### src/design/hrsp_pkg.sv
`default_nettype none
package hrsp_pkg;

	// character codes
	localparam logic [7:0] CH_CR    = 8'd13;
	localparam logic [7:0] CH_LF    = 8'd10;
	localparam logic [7:0] CH_COLON = 8'd58;
	localparam logic [7:0] CH_SPACE = 8'd32;

	// field tags
	localparam logic [3:0] TAG_METHOD   = 4'd0;
	localparam logic [3:0] TAG_URL      = 4'd1;
	localparam logic [3:0] TAG_VERSION  = 4'd2;
	localparam logic [3:0] TAG_NAME     = 4'd3;
	localparam logic [3:0] TAG_HOST     = 4'd4;
	localparam logic [3:0] TAG_CONN     = 4'd5;
	localparam logic [3:0] TAG_OTHER    = 4'd6;
	localparam logic [3:0] TAG_BODY     = 4'd7;
	localparam logic [3:0] TAG_LINE_END = 4'd8;
	localparam logic [3:0] TAG_HDR_END  = 4'd9;

	// error codes
	localparam logic [1:0] ERR_NONE = 2'd0;
	localparam logic [1:0] ERR_REQ  = 2'd1;
	localparam logic [1:0] ERR_HDR  = 2'd2;

	// header value kinds
	localparam logic [1:0] VK_OTHER = 2'd0;
	localparam logic [1:0] VK_HOST  = 2'd1;
	localparam logic [1:0] VK_CONN  = 2'd2;

	// result queue sizing
	localparam int QDEPTH = 4;
	localparam int QPTR_W = $clog2(QDEPTH);
	localparam int QCNT_W = $clog2(QDEPTH + 1);

	typedef enum logic [2:0] {
		PH_REQ  = 3'b001,
		PH_HDR  = 3'b010,
		PH_BODY = 3'b100
	} hrsp_phase_t;

	typedef struct packed {
		logic [7:0] data_byte;
		logic       chunk_last;
	} hrsp_in_t;

	typedef struct packed {
		logic [7:0] out_byte;
		logic [3:0] field_tag;
		logic [1:0] error_code;
		logic       last;
	} hrsp_out_t;

	typedef struct packed {
		hrsp_phase_t phase;
		logic [7:0]  held_byte;
		logic        held_valid;
		logic [1:0]  dcount;
		logic [3:0]  npos;
		logic [1:0]  kmatch;
		logic [1:0]  vkind;
		logic        line_empty;
		logic        drop_rest;
	} hrsp_state_t;

	typedef struct packed {
		hrsp_state_t st;
		hrsp_out_t   r0;
		hrsp_out_t   r1;
		logic [1:0]  n;
	} hrsp_work_t;

	// results handed from the parser to the result queue
	typedef struct packed {
		logic [1:0] n;
		hrsp_out_t  r0;
		hrsp_out_t  r1;
	} hrsp_push_t;

	function automatic logic [7:0] kw_host_char(input logic [1:0] i);
		logic [7:0] c;
		case (i)
			2'd0: c = 8'h68;
			2'd1: c = 8'h6f;
			2'd2: c = 8'h73;
			default: c = 8'h74;
		endcase
		return c;
	endfunction

	function automatic logic [7:0] kw_conn_char(input logic [3:0] i);
		logic [7:0] c;
		case (i)
			4'd0: c = 8'h63;
			4'd1: c = 8'h6f;
			4'd2: c = 8'h6e;
			4'd3: c = 8'h6e;
			4'd4: c = 8'h65;
			4'd5: c = 8'h63;
			4'd6: c = 8'h74;
			4'd7: c = 8'h69;
			4'd8: c = 8'h6f;
			4'd9: c = 8'h6e;
			default: c = 8'h00;
		endcase
		return c;
	endfunction

endpackage
`default_nettype wire

### src/design/hrsp_core.sv
`default_nettype none
module hrsp_core (
	input  wire logic                clk,
	input  wire logic                arst_n,
	input  wire logic                rx_valid,
	output logic                     rx_ready,
	input  wire hrsp_pkg::hrsp_in_t  rx_item,
	input  wire logic                room,
	output hrsp_pkg::hrsp_push_t     push
);

	logic                  valid_s1;
	hrsp_pkg::hrsp_in_t    item_s1;
	hrsp_pkg::hrsp_state_t st_q;
	hrsp_pkg::hrsp_work_t  w;
	logic                  consume;

	function automatic hrsp_pkg::hrsp_state_t f_line_reset(input hrsp_pkg::hrsp_state_t s);
		hrsp_pkg::hrsp_state_t o;
		o = s;
		o.held_valid = 1'b0;
		o.held_byte  = 8'd0;
		o.dcount     = 2'd0;
		o.npos       = 4'd0;
		o.kmatch     = 2'b11;
		o.vkind      = hrsp_pkg::VK_OTHER;
		o.line_empty = 1'b1;
		return o;
	endfunction

	function automatic hrsp_pkg::hrsp_work_t f_emit(input hrsp_pkg::hrsp_work_t wi,
		input logic [7:0] b, input logic [3:0] tag, input logic [1:0] err);
		hrsp_pkg::hrsp_work_t o;
		hrsp_pkg::hrsp_out_t  r;
		o = wi;
		r.out_byte   = b;
		r.field_tag  = tag;
		r.error_code = err;
		r.last       = 1'b0;
		if (wi.n == 2'd0) begin
			o.r0 = r;
			o.n  = 2'd1;
		end else if (wi.n == 2'd1) begin
			o.r1 = r;
			o.n  = 2'd2;
		end
		return o;
	endfunction

	function automatic hrsp_pkg::hrsp_work_t f_raise(input hrsp_pkg::hrsp_work_t wi,
		input logic [1:0] err);
		hrsp_pkg::hrsp_work_t o;
		o = f_emit(wi, 8'd0, hrsp_pkg::TAG_LINE_END, err);
		o.st = f_line_reset(o.st);
		o.st.drop_rest = 1'b1;
		return o;
	endfunction

	function automatic hrsp_pkg::hrsp_work_t f_content(input hrsp_pkg::hrsp_work_t wi,
		input logic [7:0] b);
		hrsp_pkg::hrsp_work_t o;
		logic [7:0]           lb;
		logic [3:0]           tag;
		o = wi;
		o.st.line_empty = 1'b0;
		lb = (b >= 8'h41 && b <= 8'h5a) ? b + 8'd32 : b;
		if (wi.st.phase != hrsp_pkg::PH_HDR) begin
			// request line piece follows the space count
			tag = (wi.st.dcount == 2'd3) ? hrsp_pkg::TAG_VERSION : {2'b00, wi.st.dcount};
			o = f_emit(o, b, tag, hrsp_pkg::ERR_NONE);
		end else if (wi.st.dcount != 2'd0) begin
			case (wi.st.vkind)
				hrsp_pkg::VK_HOST: tag = hrsp_pkg::TAG_HOST;
				hrsp_pkg::VK_CONN: tag = hrsp_pkg::TAG_CONN;
				default:           tag = hrsp_pkg::TAG_OTHER;
			endcase
			o = f_emit(o, lb, tag, hrsp_pkg::ERR_NONE);
		end else begin
			// header name: track the two keywords
			if (wi.st.npos >= 4'd4 || hrsp_pkg::kw_host_char(wi.st.npos[1:0]) != lb)
				o.st.kmatch[0] = 1'b0;
			if (wi.st.npos >= 4'd10 || hrsp_pkg::kw_conn_char(wi.st.npos) != lb)
				o.st.kmatch[1] = 1'b0;
			if (wi.st.npos != 4'd15)
				o.st.npos = wi.st.npos + 4'd1;
			o = f_emit(o, lb, hrsp_pkg::TAG_NAME, hrsp_pkg::ERR_NONE);
		end
		return o;
	endfunction

	function automatic hrsp_pkg::hrsp_work_t f_end_line(input hrsp_pkg::hrsp_work_t wi);
		hrsp_pkg::hrsp_work_t o;
		o = wi;
		if (wi.st.phase == hrsp_pkg::PH_HDR) begin
			if (wi.st.line_empty) begin
				o = f_emit(o, 8'd0, hrsp_pkg::TAG_HDR_END, hrsp_pkg::ERR_NONE);
				o.st.phase = hrsp_pkg::PH_BODY;
			end else if (wi.st.dcount != 2'd1) begin
				return f_raise(o, hrsp_pkg::ERR_HDR);
			end else begin
				o = f_emit(o, 8'd0, hrsp_pkg::TAG_LINE_END, hrsp_pkg::ERR_NONE);
			end
		end else begin
			if (wi.st.dcount != 2'd2)
				return f_raise(o, hrsp_pkg::ERR_REQ);
			o = f_emit(o, 8'd0, hrsp_pkg::TAG_LINE_END, hrsp_pkg::ERR_NONE);
			o.st.phase = hrsp_pkg::PH_HDR;
		end
		o.st = f_line_reset(o.st);
		return o;
	endfunction

	function automatic hrsp_pkg::hrsp_work_t f_colon_space(input hrsp_pkg::hrsp_work_t wi);
		hrsp_pkg::hrsp_work_t o;
		o = wi;
		o.st.line_empty = 1'b0;
		if (wi.st.dcount != 2'd0)
			return f_raise(o, hrsp_pkg::ERR_HDR);
		o.st.dcount = 2'd1;
		if (wi.st.kmatch[0] && wi.st.npos == 4'd4)
			o.st.vkind = hrsp_pkg::VK_HOST;
		else if (wi.st.kmatch[1] && wi.st.npos == 4'd10)
			o.st.vkind = hrsp_pkg::VK_CONN;
		else
			o.st.vkind = hrsp_pkg::VK_OTHER;
		return o;
	endfunction

	function automatic hrsp_pkg::hrsp_work_t f_fresh(input hrsp_pkg::hrsp_work_t wi,
		input logic [7:0] b);
		hrsp_pkg::hrsp_work_t o;
		o = wi;
		if (b == hrsp_pkg::CH_CR ||
		    (wi.st.phase == hrsp_pkg::PH_HDR && b == hrsp_pkg::CH_COLON)) begin
			o.st.held_byte  = b;
			o.st.held_valid = 1'b1;
		end else if (wi.st.phase != hrsp_pkg::PH_HDR && b == hrsp_pkg::CH_SPACE) begin
			o.st.line_empty = 1'b0;
			if (wi.st.dcount >= 2'd2)
				o = f_raise(o, hrsp_pkg::ERR_REQ);
			else
				o.st.dcount = wi.st.dcount + 2'd1;
		end else begin
			o = f_content(o, b);
		end
		return o;
	endfunction

	// input register moves on whenever the queue can take two results
	assign consume  = valid_s1 && room;
	assign rx_ready = !valid_s1 || consume;

	always_ff @(posedge clk or negedge arst_n) begin
		if (!arst_n) begin
			valid_s1 <= 1'b0;
		end else if (rx_ready) begin
			valid_s1 <= rx_valid;
		end
	end

	always_ff @(posedge clk) begin
		if (rx_ready && rx_valid) begin
			item_s1 <= rx_item;
		end
	end

	// per-byte parse step
	always_comb begin
		logic [7:0] h;
		logic       done;
		w      = '0;
		w.st   = st_q;
		w.n    = 2'd0;
		h      = st_q.held_byte;
		done   = 1'b0;
		if (!st_q.drop_rest) begin
			if (st_q.phase == hrsp_pkg::PH_BODY) begin
				w = f_emit(w, item_s1.data_byte, hrsp_pkg::TAG_BODY, hrsp_pkg::ERR_NONE);
			end else begin
				if (st_q.held_valid) begin
					w.st.held_valid = 1'b0;
					w.st.held_byte  = 8'd0;
					if (h == hrsp_pkg::CH_CR && item_s1.data_byte == hrsp_pkg::CH_LF) begin
						w    = f_end_line(w);
						done = 1'b1;
					end else if (h == hrsp_pkg::CH_COLON &&
					             item_s1.data_byte == hrsp_pkg::CH_SPACE) begin
						w    = f_colon_space(w);
						done = 1'b1;
					end else begin
						w = f_content(w, h);
					end
				end
				if (!done)
					w = f_fresh(w, item_s1.data_byte);
			end
		end
		// chunk end clears drop mode and closes the body
		if (item_s1.chunk_last) begin
			if (w.st.drop_rest) begin
				w.st = f_line_reset(w.st);
				w.st.drop_rest = 1'b0;
			end
			if (w.st.phase == hrsp_pkg::PH_BODY) begin
				w.st = f_line_reset(w.st);
				w.st.phase = hrsp_pkg::PH_REQ;
			end
		end
		// mark the final result of this byte
		if (w.n == 2'd1)
			w.r0.last = 1'b1;
		else if (w.n == 2'd2)
			w.r1.last = 1'b1;
	end

	// parser state
	always_ff @(posedge clk or negedge arst_n) begin
		if (!arst_n) begin
			st_q.phase      <= hrsp_pkg::PH_REQ;
			st_q.held_byte  <= 8'd0;
			st_q.held_valid <= 1'b0;
			st_q.dcount     <= 2'd0;
			st_q.npos       <= 4'd0;
			st_q.kmatch     <= 2'b11;
			st_q.vkind      <= hrsp_pkg::VK_OTHER;
			st_q.line_empty <= 1'b1;
			st_q.drop_rest  <= 1'b0;
		end else if (consume) begin
			st_q <= w.st;
		end
	end

	assign push.n  = consume ? w.n : 2'd0;
	assign push.r0 = w.r0;
	assign push.r1 = w.r1;

endmodule
`default_nettype wire

### src/design/hrsp_outq.sv
`default_nettype none
module hrsp_outq (
	input  wire logic                 clk,
	input  wire logic                 arst_n,
	input  wire hrsp_pkg::hrsp_push_t push,
	output logic                      room,
	output logic                      res_valid,
	input  wire logic                 res_ready,
	output hrsp_pkg::hrsp_out_t       res_item
);

	hrsp_pkg::hrsp_out_t               mem_q [hrsp_pkg::QDEPTH];
	logic [hrsp_pkg::QPTR_W-1:0]       wp_q;
	logic [hrsp_pkg::QPTR_W-1:0]       rp_q;
	logic [hrsp_pkg::QCNT_W-1:0]       cnt_q;
	logic                              pop;

	assign room      = cnt_q <= hrsp_pkg::QCNT_W'(hrsp_pkg::QDEPTH - 2);
	assign res_valid = cnt_q != '0;
	assign pop       = res_valid && res_ready;
	assign res_item  = mem_q[rp_q];

	// pointers and fill count
	always_ff @(posedge clk or negedge arst_n) begin
		if (!arst_n) begin
			wp_q  <= '0;
			rp_q  <= '0;
			cnt_q <= '0;
		end else begin
			wp_q  <= wp_q + hrsp_pkg::QPTR_W'(push.n);
			rp_q  <= rp_q + hrsp_pkg::QPTR_W'(pop);
			cnt_q <= cnt_q + hrsp_pkg::QCNT_W'(push.n) - hrsp_pkg::QCNT_W'(pop);
		end
	end

	// result storage
	always_ff @(posedge clk) begin
		if (push.n != 2'd0) begin
			mem_q[wp_q] <= push.r0;
		end
		if (push.n == 2'd2) begin
			mem_q[wp_q + hrsp_pkg::QPTR_W'(1)] <= push.r1;
		end
	end

endmodule
`default_nettype wire

### src/design/http_request_stream_parser_top.sv
// Path: an accepted request is held in the input register, parsed and pushed into the
// result queue, which offers its results to the consumer.
// Throughput: one request per cycle while each yields one result and the queue has room for
// two; a request that yields two results holds the single result port for both, buffered by a 4-entry queue.
// Reset: arst_n clears the parser state to the request line phase and empties the
// input register and the result queue asynchronously.
`default_nettype none
module http_request_stream_parser_top (
	input  wire logic                clk,
	input  wire logic                arst_n,
	input  wire logic                rx_valid,
	output logic                     rx_ready,
	input  wire hrsp_pkg::hrsp_in_t  rx_item,
	output logic                     res_valid,
	input  wire logic                res_ready,
	output hrsp_pkg::hrsp_out_t      res_item
);

	hrsp_pkg::hrsp_push_t push;
	logic                 room;

	// parse step behind the input register
	hrsp_core u_core (
		.clk      (clk),
		.arst_n   (arst_n),
		.rx_valid (rx_valid),
		.rx_ready (rx_ready),
		.rx_item  (rx_item),
		.room     (room),
		.push     (push)
	);

	// result queue toward the consumer
	hrsp_outq u_outq (
		.clk       (clk),
		.arst_n    (arst_n),
		.push      (push),
		.room      (room),
		.res_valid (res_valid),
		.res_ready (res_ready),
		.res_item  (res_item)
	);

endmodule
`default_nettype wire

### config.mk
export PLATFORM = sky130hd
export DESIGN_NAME = http_request_stream_parser_top
export DESIGN_NICKNAME = d
export VERILOG_FILES = /design/src/design/hrsp_pkg.sv /design/src/design/hrsp_core.sv /design/src/design/hrsp_outq.sv /design/src/design/http_request_stream_parser_top.sv
export SDC_FILE = /design/constraint.sdc
export NUM_CORES = 1
export LEC_CHECK = 0
export BUFFER_PORTS_ARGS = -buffer_cell sky130_fd_sc_hd__buf_2
export CORE_MARGIN = 2
export CORE_UTILIZATION = 55
export DETAILED_ROUTE_END_ITERATION = 10
export HOLD_SLACK_MARGIN = 0.12
export PLACE_DENSITY = 0.78
export REMOVE_ABC_BUFFERS = 1
export SLEW_MARGIN = 25
export SYNTH_ARGS = -nofsm -noshare
export SYNTH_HDL_FRONTEND = slang
export SYNTH_HIERARCHICAL = 1
export SYNTH_SLANG_ARGS = --single-unit
### constraint.sdc
create_clock -name clk -period 6.17 [get_ports clk]
set_input_delay 1.234 -clock clk [delete_from_list [all_inputs] [get_ports clk]]
set_output_delay 1.234 -clock clk [all_outputs]
set_load 0.02 [all_outputs]
# After elaboration in Yosys (flattened, before gate mapping)
# Memory sizes are Yosys's and may differ from the RTL's.
# Index checks and enable logic that the tools add are counted.
dict set report word_totals {
  ff_bits 41
  latchBits 0
  ramBits 60
  rom_bits 224
  input_bits 13
  out_inout_bits 17
  elab_cells 225
  memories 3
}
# name depth word_bits read_ports rd_clocked_by_memory_dff write_ports line
set memory_table {}
lappend memory_table {{(no name shown)} 16 7 1 0 0 hrsp_pkg.sv:94} ;# case (i)
lappend memory_table {{(no name shown)} 16 7 1 0 0 hrsp_pkg.sv:94}
lappend memory_table {u_outq.mem_q 4 15 1 0 2 hrsp_outq.sv:12} ;# hrsp_pkg::hrsp_out_t mem_q [hrsp_pkg::QDEPTH];
dict set report classes {
  addsub 10
  multipliers 0
  n_div 0
  magnitude_cmp 10
  eq_ne 36
  shifts 0
  n_mux 126
  bitwise_logic 0
  n_reduce_logical 25
}
# op n
set op_table {}
lappend op_table {{$mux 56} 17}
lappend op_table {{$mux 8} 30}
lappend op_table {{$mux 42} 5}
lappend op_table {{$mux 15} 8}
lappend op_table {{$mux 53} 2}
lappend op_table {{$mux 24} 4}
lappend op_table {{$mux 17} 4}
lappend op_table {{$mux 44} 1}
lappend op_table {{$mux 1} 36}
lappend op_table {{$ne 8x8->1} 4}
lappend op_table {{$pmux 5 s3} 2}
lappend op_table {{$eq 8x4->1 const B} 3}
lappend op_table {{$eq 8x6->1 const B} 3}
lappend op_table {{$mux 21} 1}
lappend op_table {{$mux 2} 10}
lappend op_table {{$mux 9} 2}
lappend op_table {{$add 8x6->8 const B} 2}
lappend op_table {{$eq 2x2->1 const B} 8}
lappend op_table {{$ge 8x7->1 const B} 2}
lappend op_table {{$le 8x7->1 const B} 2}
lappend op_table {{$eq 2x1->1 const B} 6}
lappend op_table {{$logic_and 1x1->1} 11}
lappend op_table {{$add 4x1->4 const B} 2}
lappend op_table {{$ge 4x3->1 const B} 2}
lappend op_table {{other kinds (23)} 40}

# Logic depth before layout (Yosys ltp)
# Gate-level depths: netlist (run 1).
dict set report depth {
  depth_word 43
  mapped_depth 16
  mapped_depth_nobuf 14
}

# Modules after synthesis
# Netlist (run 1), hierarchy kept.
# mod n_inst cells_per_inst area_each_um2
set by_module_without_submodules {}
lappend by_module_without_submodules {hrsp_core 1 497 3990.1}
lappend by_module_without_submodules {hrsp_outq 1 189 3437.0}

# Worst setup path before layout (run 1)
# No wires, ideal clock.
dict set report synth_timing {
  kind {flip-flop to flip-flop}
  start {reg u_core/item_s1[6] in the netlist's numbering}
  end {mem u_outq/mem_q[0][0] in the netlist's numbering, enable pin}
  setup_time_ns 0.411
  t_arrival_ns 4.010
  required_ns 5.759
  setup_slack_ns 1.749
  path_stages_with_launch 12
  path_buffers 1
  synth_period_minus_slack_ns 4.421
  path_cell_list {edfxtp_1 -> nor4_4 -> nand4_2 -> o31ai_2 -> a21oi_1 -> or3_1 -> a21oi_1 -> a211oi_1 -> nor3_1 -> buf_4 -> nor2_1 -> o31ai_1}
}
# item line
set synth_lines {}
lappend synth_lines {{start: declaration} hrsp_core.sv:13} ;# hrsp_pkg::hrsp_in_t item_s1;
lappend synth_lines {{start signal: assignment} hrsp_core.sv:163} ;# item_s1 <= rx_item;
lappend synth_lines {{end: declaration} hrsp_outq.sv:12}

==> out/metrics.csv, run 1 <==
stage;metric;value;unit
yosys;Async SR Flop Fraction;31.7;%
yosys;Synth Flop Type;edfxtp_1;
final_layout;Final Non-Filler Cells;837;
run_status;status;completed;
global_routing;GRT busiest layer;met2;
sta;final setup vio count;0;
global_routing;vias in the first global route;5424;
critical_path;Worst Setup End Kind;register;
run;max-cap violations;0;
clock_tree;hold_buf cts;0;
floorplan;Die Area;14400;sq um
clock_tree;Clock Sinks;101;
floorplan;initial core utilization;56.3;%
global_routing;met3 usage in global routing;5.90;%
critical_path;Setup CP Type;register to register;
critical_path;Arr. time, crit path;4.73;ns
floorplan;Core Box Area;13200;sq um
global_routing;total grt overflow;0;
clock_tree;clk slew on worst S/H paths;0.08;ns
place;gpl congestion;1.05;
global_routing;Global Route Usage Sum;26.9;%
yosys;top-area cell type share of the netlist area;27.9;%
clock_tree;Inserted Clock Buffers;9;
sta;worst-margin pin slew;1.05;ns
yosys;Mapped Cells;686;
drt;drt pass-1 iters;6;
floorplan;Boundary Pins;30;
sta;Final Hold Viols;0;
yosys;post-synth design cell area;7430;sq um
global_routing;met1 usage;35.5;%
yosys;flops & latches, synth;101;
drt;Detailed Route Iter0 Violations;871;
floorplan;die span in x;120;um
final_layout;most common cell after layout, fill and taps aside;edfxtp_1;
pwr;Leak;2.80;nW
sta;Max-slew headroom;30.1;%
drt;vias;5738;
sta;setup TNS;0;ns
clock_tree;post-CTS setup buffer count;0;
clock_tree;Clock Tree Buf Depth;2;
pwr;worst vdd ir;0.133;mV
critical_path;Startpoint Class;register;
clock_tree;H-tree depth;3;
min_path;Hold Crit Class;register to register;
final_layout;layout cells sized above 1;25.6;%
final_layout;Area growth syn-to-layout;3.22;%
global_routing;pin count of the biggest net entering global routing;33;
drt;DRC errors left;0;
final_layout;nets;689;
place;placed cells;821;
sta;Tmin final;4.74;ns
yosys;Mean Syn Cell Area;10.8;sq um
floorplan;num rows;42;
final_layout;most frequent cells in the layout;edfxtp_1 (69), mux2_2 (49), nor2_1 (42);
global_routing;first-pass GRT wire length;30000;um
critical_path;CP required;6.16;ns
sta;worst clock skew;0.0135;ns
drt;Via density;6.86;
sta;Fin Hold WS;0.522;ns
yosys;Post-synth EDFFs;69;
clock_tree;Skew-Pair Late Insertion Delay;0.36;ns
sta;final period utilization;76.9;%
yosys;Area contributors post-synth;edfxtp_1 (28%), dfrtp_1 (9.4%), mux2_2 (7.4%);
drt;Total Wirelength;19000;um
clock_tree;Clock Root Buffer;clkbuf_16;
yosys;Synth area leader;edfxtp_1;
place;I/O Buffers;29;
place;hpwl dp;13600;um
drt;WL/cell;22.7;um
global_routing;GR Util met2;43.1;%
sta;Slew Limit Fails;0;
floorplan;Die Ht;120;um
clock_tree;CTS tree;yes;
sta;post-route worst setup slack;1.43;ns
final_layout;Inserted Diodes;0;
place;pre-CTS setup slack;1.59;ns
sta;Fmax;211;MHz
yosys;Netlist cell types;95;
critical_path;CP max FO;16;
yosys;register area share after synthesis;38.7;%
global_routing;initial antenna violation count;0;
yosys;Yosys warning total;6;
pwr;power density over cell area;317;nW/um^2
drt;Final ANT Viol Nets;0;
sta;RSZ-0062 raised after global routing;false;
clock_tree;CTS resizes;0;
pwr;total power draw;0.00243;W
==> synth_stat cells, drive strengths merged (4+ instances only) <==
| cell type | count |
|---|---|
| buf | 63 |
| nor2b | 6 |
| o21a | 4 |
| and4bb | 5 |
| and2 | 11 |
| a32oi | 7 |
| nor4b | 4 |
| nor3 | 13 |
| ha | 19 |
| a211oi | 9 |
| nor2 | 44 |
| a32o | 6 |
| xnor2 | 11 |
| mux2i | 4 |
| and4 | 6 |
| a21o | 8 |
| nor4 | 7 |
| nand2b | 11 |
| mux4 | 16 |
| or4 | 4 |
| a31oi | 11 |
| a311oi | 4 |
| or3 | 7 |
| inv | 18 |
| clkbuf | 16 |
| o22ai | 8 |
| or2 | 4 |
| nand2 | 41 |
| dfrtp | 28 |
| nand4 | 5 |
| xor2 | 6 |
| nor3b | 4 |
| a22o | 5 |
| edfxtp | 69 |
| o31ai | 8 |
| mux2 | 60 |
| o21ai | 28 |
| nand3 | 16 |
| dfstp | 4 |
| a21oi | 39 |
==> logic make-up (layout without fill, tap and decap cells) <==
family | after synthesis | count (layout) | share of synthesized area [%]
AOI/OAI and AO/OA | 168 | 168 | 16.4
xor gates and xnor gates | 17 | 17 | 2.00
adders and majority gates | 20 | 20 | 3.47
buffers and inverters | 97 | 72 | 7.93
DFF | 101 | 101 | 38.7
muxes | 80 | 80 | 15.0
other | 1 | 1 | 0.0505
and+or+nand+nor | 202 | 202 | 16.4
==> through the flow <==
stage | utilization (%) | cell area (sq um)
final | 58.1 | 7670
after global routing | 58.1 | 7670
after CTS | 58.1 | 7660
after detailed placement | 55.7 | 7350
after global placement | 55.7 | 7350
after floorplan | - | 6910
==> layout make-up <==
type / instances / area [sq um]
Inverter: 18 / 67.6
Fill cell: 1068 / 5520
Multi-Input combinational cell: 488 / 3970
Sequential cell: 101 / 2880
Tap cell: 176 / 220
Clock buffer: 10 / 239
Timing Repair Buffer: 38 / 213
Clock inverter: 6 / 76.3
==> metal layers <==
metal,part of all wire (%),vias up,wire length [um]
met4,4.1,0,770
met2,47,366,8980
met5,0,-,0
li1,-,2541,-
met1,40,2756,7600
met3,8.5,75,1610
==> state kept, by name, indices dropped and copies added (netlist names) <==
register         count
u_core/item_s1       9
u_core/st_q         24
u_outq/rp_q          2
u_outq/mem_q        60
u_outq/cnt_q         3
u_core/valid_s1      1
u_outq/wp_q          2
==> power by group <==
group          internal, W  total [W]  switching (W)
clock network     0.000333   0.000604       0.000271
logic             0.000349   0.000767       0.000418
registers         0.000883    0.00106       0.000178
==> worst max-delay path, cell delays in order, from the launching register on <==
cell,delay (ns)
edfxtp_1,0.59
and4bb_2,0.43
nand4_1,0.22
or4_1,0.59
a21oi_1,0.48
or3_1,0.24
a21oi_1,0.08
a211oi_1,0.32
nor3_1,0.10
buf_4,0.21
and4bb_2,0.58
a21o_1,0.54
==> worst paths after layout <==
check / cells past startpoint / endpoint / slack (ns) / from
max in group asynchronous: 1 / u_outq/rp_q[0] / 4.72 / arst_n
min in group asynchronous: 1 / u_core/st_q[8] / 0.94 / arst_n
max: 11 / u_outq/mem_q[2][0] / 1.43 / u_core/item_s1[1]
min: 2 / u_core/st_q[21] / 0.52 / u_core/st_q[21]
max reg2reg: 11 / u_outq/mem_q[2][0] / 1.43 / u_core/item_s1[1]
min reg2reg: 2 / u_core/st_q[21] / 0.52 / u_core/st_q[21]
Power figures use the tool's default switching activity.
==> run 2, diff against run 1 <==
--- a/config.mk
+++ b/config.mk
@@ -5,6 +5,7 @@
 export SDC_FILE = /design/constraint.sdc
 export NUM_CORES = 1
 export LEC_CHECK = 0
+export ABC_AREA = 1
 export BUFFER_PORTS_ARGS = -buffer_cell sky130_fd_sc_hd__buf_2
 export CORE_MARGIN = 2
 export CORE_UTILIZATION = 55
==> constraint.sdc (replaced) <==
create_clock -name clk -period 4.6 [get_ports clk]
set_input_delay 0.92 -clock clk [delete_from_list [all_inputs] [get_ports clk]]
set_output_delay 0.92 -clock clk [all_outputs]
set_load 0.02 [all_outputs]
==> run 2 against run 1 <==
Compared with the run above:
- design area increased by 4.8%
- setup slack got worse by 0.84 ns
- synthesized area increased by 4.9%
- total power increased by 86%
- highest routed layer unchanged
- clock skew decreased by 0.0060 ns
- wire length increased by 6.1%
- sequential power increased by 46%
- clock power increased by 21%
- critical path depth increased by 9
- clock-buffer cell count unchanged
- utilization decreased by 0.24 points
- final cell count increased by 42%
==> out/metrics.csv, run 2 <==
stage;metric;value;unit;change
run_status;status;completed;;
yosys;Post-synth EDFFs;69;;unchanged
global_routing;Global Route Usage Sum;27.6;%;+0.71 points
drt;Detailed Route Iter0 Violations;836;;-4.0%
yosys;count leader, synth;nand2_1;;
min_path;hold depth;2;;unchanged
yosys;Synth Flop Type;edfxtp_1;;
floorplan;Die Ht;123;um;+2.3%
drt;drt pass-1 iters;6;;unchanged
clock_tree;post-CTS setup buffer count;0;;unchanged
floorplan;initial core utilization;56.1;%;-0.19 points
clock_tree;Inserted Clock Buffers;9;;unchanged
drt;Final ANT Viol Nets;0;;unchanged
yosys;Area contributors post-synth;edfxtp_1 (27%), nand2_1 (11%), dfrtp_1 (9.0%);;
final_layout;fillcell total;1279;;+20%
drt;Via density;5.73;;-16%
drt;WL/cell;17.0;um;-25%
yosys;Async SR Flop Fraction;31.7;%;unchanged
final_layout;most frequent cells in the layout;nand2_1 (225), nor2_1 (137), o21ai_0 (96);;
clock_tree;Clock Sinks;101;;unchanged
pwr;total power draw;0.00451;W;+86%
sta;Tmin final;4.02;ns;-0.727 ns
floorplan;num rows;43;;+2.4%
drt;Total Wirelength;20100;um;+6.1%
final_layout;nets;1035;;+50%
sta;Max-slew headroom;43.5;%;+13 points
sta;RSZ-0062 raised after global routing;false;;
critical_path;CP required;4.66;ns;-1.50 ns
pwr;power density over cell area;562;nW/um^2;+77%
yosys;Post-synth top cells;nand2_1 (225), nor2_1 (137), o21ai_0 (97);;
critical_path;worst reg2reg path depth;20;;+9
sta;final period utilization;87.3;%;+10 points
global_routing;total grt overflow;0;;unchanged
clock_tree;H-tree depth;3;;unchanged
yosys;flops & latches, synth;101;;unchanged
yosys;post-synth design cell area;7790;sq um;+4.9%
place;I/O Buffers;29;;unchanged
yosys;Synth area leader;edfxtp_1;;
run;max-cap violations;0;;unchanged
place;pre-CTS setup slack;0.619;ns;-0.975 ns
sta;post-route worst setup slack;0.583;ns;-0.843 ns
clock_tree;Skew-Pair Late Insertion Delay;0.36;ns;about the same
pwr;worst vdd ir;0.416;mV;+210%
sta;setup TNS;0;ns;unchanged
clock_tree;CTS resizes;0;;unchanged
critical_path;CP max FO;14;;-2
critical_path;Setup CP Type;register to register;;
final_layout;layout cells sized above 1;16.8;%;-8.8 points
final_layout;max FFs per register;60;;unchanged
yosys;top-area cell type share of the netlist area;26.6;%;-1.3 points
pwr;Leak;3.51;nW;+25%
drt;vias;6802;;+19%
clock_tree;CTS tree;yes;;
clock_tree;Clock Root Buffer;clkbuf_16;;
floorplan;Die Area;15100;sq um;+4.7%
sta;worst-margin pin slew;0.846;ns;-0.199 ns
sta;final setup vio count;0;;unchanged
clock_tree;clk slew on worst S/H paths;0.07;ns;about the same
drt;DRC errors left;0;;unchanged
critical_path;Arr. time, crit path;4.08;ns;-0.65 ns
global_routing;first-pass GRT wire length;31900;um;+6.4%
sta;worst clock skew;0.00753;ns;-0.00599 ns
place;hpwl dp;14800;um;+8.3%
yosys;Yosys warning total;6;;unchanged
floorplan;Core Box Area;13900;sq um;+5.2%
sta;Slew Limit Fails;0;;unchanged
final_layout;most common cell after layout, fill and taps aside;nand2_1;;
global_routing;pin count of the biggest net entering global routing;34;;+3.0%
min_path;Hold Crit Class;register to register;;
final_layout;Area growth syn-to-layout;3.13;%;about the same
final_layout;Largest regs;u_outq/mem_q (60), u_core/st_q (24), u_core/item_s1 (9);;
yosys;register area share after synthesis;36.9;%;-1.8 points
critical_path;Worst Setup End Kind;register;;
yosys;Netlist cell types;56;;-41%
final_layout;Biggest register;u_outq/mem_q;;
critical_path;Startpoint Class;register;;
sta;Fmax;249;MHz;+18%
yosys;Mean Syn Cell Area;7.62;sq um;-30%
global_routing;vias in the first global route;6175;;+14%
sta;Final Hold Viols;0;;unchanged
floorplan;Boundary Pins;30;;unchanged
global_routing;initial antenna violation count;0;;unchanged
clock_tree;Clock Tree Buf Depth;2;;unchanged
place;gpl congestion;1.03;;-2.5%
clock_tree;hold_buf cts;0;;unchanged
floorplan;die span in x;123;um;+2.3%
final_layout;Inserted Diodes;0;;unchanged
yosys;Mapped Cells;1022;;+49%
run 2: final timing paths:
| kind | from | endpoint | slack, ns |
|---|---|---|---|
| worst max register to register | u_core/item_s1[5] | u_outq/mem_q[3][8] | 0.58 |
| worst min-delay path | u_outq/rp_q[1] | u_outq/rp_q[1] | 0.48 |
| min in group asynchronous | arst_n | u_core/st_q[17] | 0.63 |
| worst min register to register | u_outq/rp_q[1] | u_outq/rp_q[1] | 0.48 |
| worst max-delay path | u_core/item_s1[5] | u_outq/mem_q[3][8] | 0.58 |
| max in group asynchronous | arst_n | u_core/valid_s1 | 3.47 |
run 2: cell type report:
type	count	area (sq um)	area share (%)
inverters	103	389	4.84
well taps	180	225	2.80
flip-flops and latches	101	2880	35.8
repair buffers	42	243	3.02
multi-input cells	745	4020	50.1
clock buffers	10	229	2.85
clock inverters	6	47.5	0.592
run 2: cell families after synthesis:
| group | count (synthesis) | share of synthesized area (%) |
|---|---|---|
| xor gates and xnor gates | 7 | 0.787 |
| other | 1 | 0.0481 |
| and+or+nand+nor | 473 | 27.4 |
| buffers and inverters | 176 | 11.6 |
| DFF | 101 | 36.9 |
| adders and majority gates | 20 | 3.31 |
| AOI/OAI and AO/OA | 244 | 19.9 |
run 2: metrics by stage:
stage | utilization (%) | cell area (sq um) | hold slack (ns) | cells
final | 57.9 | 8030 | 0.476 | 1187
after global routing | 57.9 | 8030 | 0.533 | 1187
after CTS | 57.9 | 8030 | 0.476 | 1187
after detailed placement | 55.9 | 7760 | 0.461 | 1171
after global placement | 55.9 | 7760 | 0.456 | 1171
after floorplan | - | 7270 | 0.442 | 949
run 2: power breakdown:
part | switching [W] | internal [W]
sequential | 0.000187 | 0.00136
combinational | 0.00157 | 0.000673
clock | 0.000357 | 0.000372
run 2: critical path, stage by stage (launching register included):
cell and delay, ns:
edfxtp_1 0.52, nor2_1 0.18, nand2_1 0.12, nor2_4 0.17, nand2_4 0.10, nor2_4 0.13
nand2_2 0.08, nand2_1 0.07, nand2_2 0.09, nor2_8 0.28, inv_4 0.08, nand2_4 0.12
nand2_4 0.09, nor2_1 0.10, a21oi_1 0.05, o211ai_2 0.16, nand2_1 0.08, nor2_1 0.30
nor2_1 0.19, o21ai_1 0.45, buf_4 0.30
run 2: routing by layer:
metal	global-route usage, %	part of all wire, %	up-vias
li1	-	-	3360
met1	36.9	42	3065
met2	44.3	47	330
met3	5.07	8.1	47
met4	11.6	3.1	0
met5	0	0	-
==> run 3, diff against run 2 <==
--- a/config.mk
+++ b/config.mk
@@ -6,12 +6,12 @@
 export NUM_CORES = 1
 export LEC_CHECK = 0
 export ABC_AREA = 1
-export BUFFER_PORTS_ARGS = -buffer_cell sky130_fd_sc_hd__buf_2
+export BUFFER_PORTS_ARGS = -buffer_cell sky130_fd_sc_hd__buf_4
 export CORE_MARGIN = 2
-export CORE_UTILIZATION = 55
+export CORE_UTILIZATION = 48
 export DETAILED_ROUTE_END_ITERATION = 10
 export HOLD_SLACK_MARGIN = 0.12
-export PLACE_DENSITY = 0.78
+export PLACE_DENSITY = 0.7
 export REMOVE_ABC_BUFFERS = 1
 export SLEW_MARGIN = 25
 export SYNTH_ARGS = -nofsm -noshare
==> run 3 against run 2 <==
Compared with the run above:
- design area grew 1.7%
- combinational power grew 4%
- worst hold slack gained 0.010 ns
- critical endpoint is now u_outq/mem_q[1][6]
- largest power group unchanged
==> out/metrics.csv, run 3 (synthesis results as in run 2) <==
stage;metric;value;unit;change
sta;RSZ-0062 raised after global routing;false;;
drt;DR top layer;met4;;
sta;Slew Limit Fails;0;;unchanged
clock_tree;clk slew on worst S/H paths;0.07;ns;about the same
final_layout;Area growth syn-to-layout;4.88;%;
final_layout;Final Non-Filler Cells;1222;;+2.9%
clock_tree;Skew-Pair Late Insertion Delay;0.36;ns;about the same
place;hpwl dp;14900;um;+1.1%
clock_tree;post-CTS setup buffer count;0;;unchanged
final_layout;max FFs per register;60;;unchanged
clock_tree;Clock Sinks;101;;unchanged
run;max-cap violations;0;;unchanged
clock_tree;Clock Root Buffer;clkbuf_16;;
place;gpl congestion;0.982;;-4.3%
sta;Fmax;259;MHz;+4.1%
global_routing;pin count of the biggest net entering global routing;34;;unchanged
drt;M1 WL;9030;um;+7.9%
sta;Max-slew headroom;39.4;%;-4.2 points
floorplan;initial core utilization;49.0;%;-7.1 points
floorplan;Die Area;17300;sq um;+14%
drt;vias;6854;;+0.76%
global_routing;Global Route Usage Sum;24.1;%;-3.6 points
floorplan;Core Box Area;15900;sq um;+14%
global_routing;first-pass GRT wire length;33300;um;+4.3%
final_layout;Inserted Diodes;0;;unchanged
critical_path;CP max FO;16;;+2
drt;DR WL met2;9540;um;+0.28%
sta;final period utilization;83.9;%;-3.4 points
clock_tree;CTS tree;yes;;
critical_path;Startpoint Class;register;;
clock_tree;hold_buf cts;0;;unchanged
drt;WL/cell;16.9;um;-0.54%
clock_tree;CTS resizes;0;;unchanged
clock_tree;H-tree depth;3;;unchanged
critical_path;Worst Setup End Kind;register;;
global_routing;initial antenna violation count;0;;unchanged
drt;DRC errors left;0;;unchanged
sta;worst clock skew;0.00909;ns;+0.00156 ns
critical_path;Setup CP Type;register to register;;
run_status;status;completed;;
sta;setup TNS;0;ns;unchanged
sta;final setup vio count;0;;unchanged
pwr;Leak;3.55;nW;+1.1%
final_layout;fillcell total;1526;;+19%
clock_tree;Clock Tree Buf Depth;2;;unchanged
critical_path;Arr. time, crit path;3.96;ns;-0.12 ns
final_layout;Reg area;2880;sq um;unchanged
global_routing;vias in the first global route;6337;;+2.6%
pwr;worst vdd ir;0.273;mV;-34%
drt;drt pass-1 iters;5;;-1
sta;worst-margin pin slew;0.909;ns;+0.0632 ns
final_layout;nets;1034;;-0.097%
place;I/O Buffers;29;;unchanged
final_layout;most common cell after layout, fill and taps aside;nand2_1;;
floorplan;Die Ht;131;um;+6.8%
drt;Detailed Route Iter0 Violations;708;;-15%
final_layout;Largest regs;u_outq/mem_q (60), u_core/st_q (24), u_core/item_s1 (9);;
pwr;power density over cell area;572;nW/um^2;+1.8%
floorplan;Boundary Pins;30;;unchanged
floorplan;die span in x;131;um;+6.8%
min_path;Hold Crit Class;register to register;;
final_layout;layout cells sized above 1;16.8;%;about the same
final_layout;multi-input combinational cell area;4020;sq um;unchanged
clock_tree;Inserted Clock Buffers;9;;unchanged
drt;Via density;5.61;;-2.1%
sta;Final Hold Viols;0;;unchanged
drt;routed wl met3;1170;um;-29%
drt;Total Wirelength;20600;um;+2.4%
critical_path;CP required;4.70;ns;+0.04 ns
final_layout;Biggest register;u_outq/mem_q;;
drt;Final ANT Viol Nets;0;;unchanged
global_routing;total grt overflow;0;;unchanged
final_layout;most frequent cells in the layout;nand2_1 (225), nor2_1 (137), o21ai_0 (96);;
floorplan;num rows;46;;+7.0%
place;placed cells;1206;;+3.0%
sta;Tmin final;3.86;ns;-0.158 ns
[run 3: worst paths after layout]
kind / start / endpoint / slack [ns] / depth (start not counted)
setup / recovery: u_core/item_s1[8] / u_outq/mem_q[1][6] / 0.74 / 21
hold / removal: u_outq/rp_q[1] / u_outq/rp_q[1] / 0.49 / 2
setup reg to reg: u_core/item_s1[8] / u_outq/mem_q[1][6] / 0.74 / 21
hold reg to reg: u_outq/rp_q[1] / u_outq/rp_q[1] / 0.49 / 2
max in group asynchronous: arst_n / u_core/st_q[5] / 3.73 / 1
min in group asynchronous: arst_n / u_core/st_q[17] / 0.52 / 1
[run 3: routing by layer]
layer / up-vias / global-route usage, %
li1: 3352 / -
met1: 3180 / 31.4
met2: 266 / 38.9
met3: 56 / 4.24
met4: 0 / 11.5
met5: - / 0
[run 3: cell type report]
type | instances | share of cell area [%]
Tap cell | 216 | 3.31
Sequential cell | 101 | 35.2
Clock inverter | 7 | 0.949
Multi-Input combinational cell | 745 | 49.2
Clock buffer | 9 | 2.76
Timing Repair Buffer | 41 | 3.77
Inverter | 103 | 4.76
[run 3: worst max-delay path: stages (launching register included)]
cell      delay, ns
edfxtp_1       0.46
nor2_1         0.22
nand2_1        0.14
nor2_4         0.17
nand2_4        0.10
nor2_2         0.14
nand2_1        0.09
nand2_1        0.09
nand2_2        0.09
nor2_8         0.25
inv_4          0.08
nand2_4        0.12
nand2_4        0.09
nor2_1         0.12
a21oi_1        0.07
o211ai_2       0.17
nand2_1        0.09
nor2_1         0.34
nor2_4         0.11
nand2_2        0.24
buf_4          0.29
o21ai_0        0.12
[run 3: power by group]
group | switching, W | total (W) | internal [W]
clock | 0.000362 | 0.000791 | 0.000429
combinational | 0.00159 | 0.00233 | 0.000742
sequential | 0.000192 | 0.00155 | 0.00136
[run 3: metrics by stage]
stage | hold slack [ns] | power, W | area (sq um) | utilization (%) | setup slack (ns)
2_1_floorplan | 0.442 | 0.00308 | 7270 | - | 0.375
4_1_cts | 0.484 | 0.00467 | 8170 | 51.4 | 0.799
5_1_grt | 0.524 | 0.00498 | 8170 | 51.4 | 0.461
3_5_place_dp | 0.466 | 0.00387 | 7870 | 49.5 | 0.833
3_3_place_gp | 0.462 | 0.00382 | 7870 | 49.5 | 0.888
6_report | 0.487 | 0.00467 | 8170 | 51.4 | 0.741
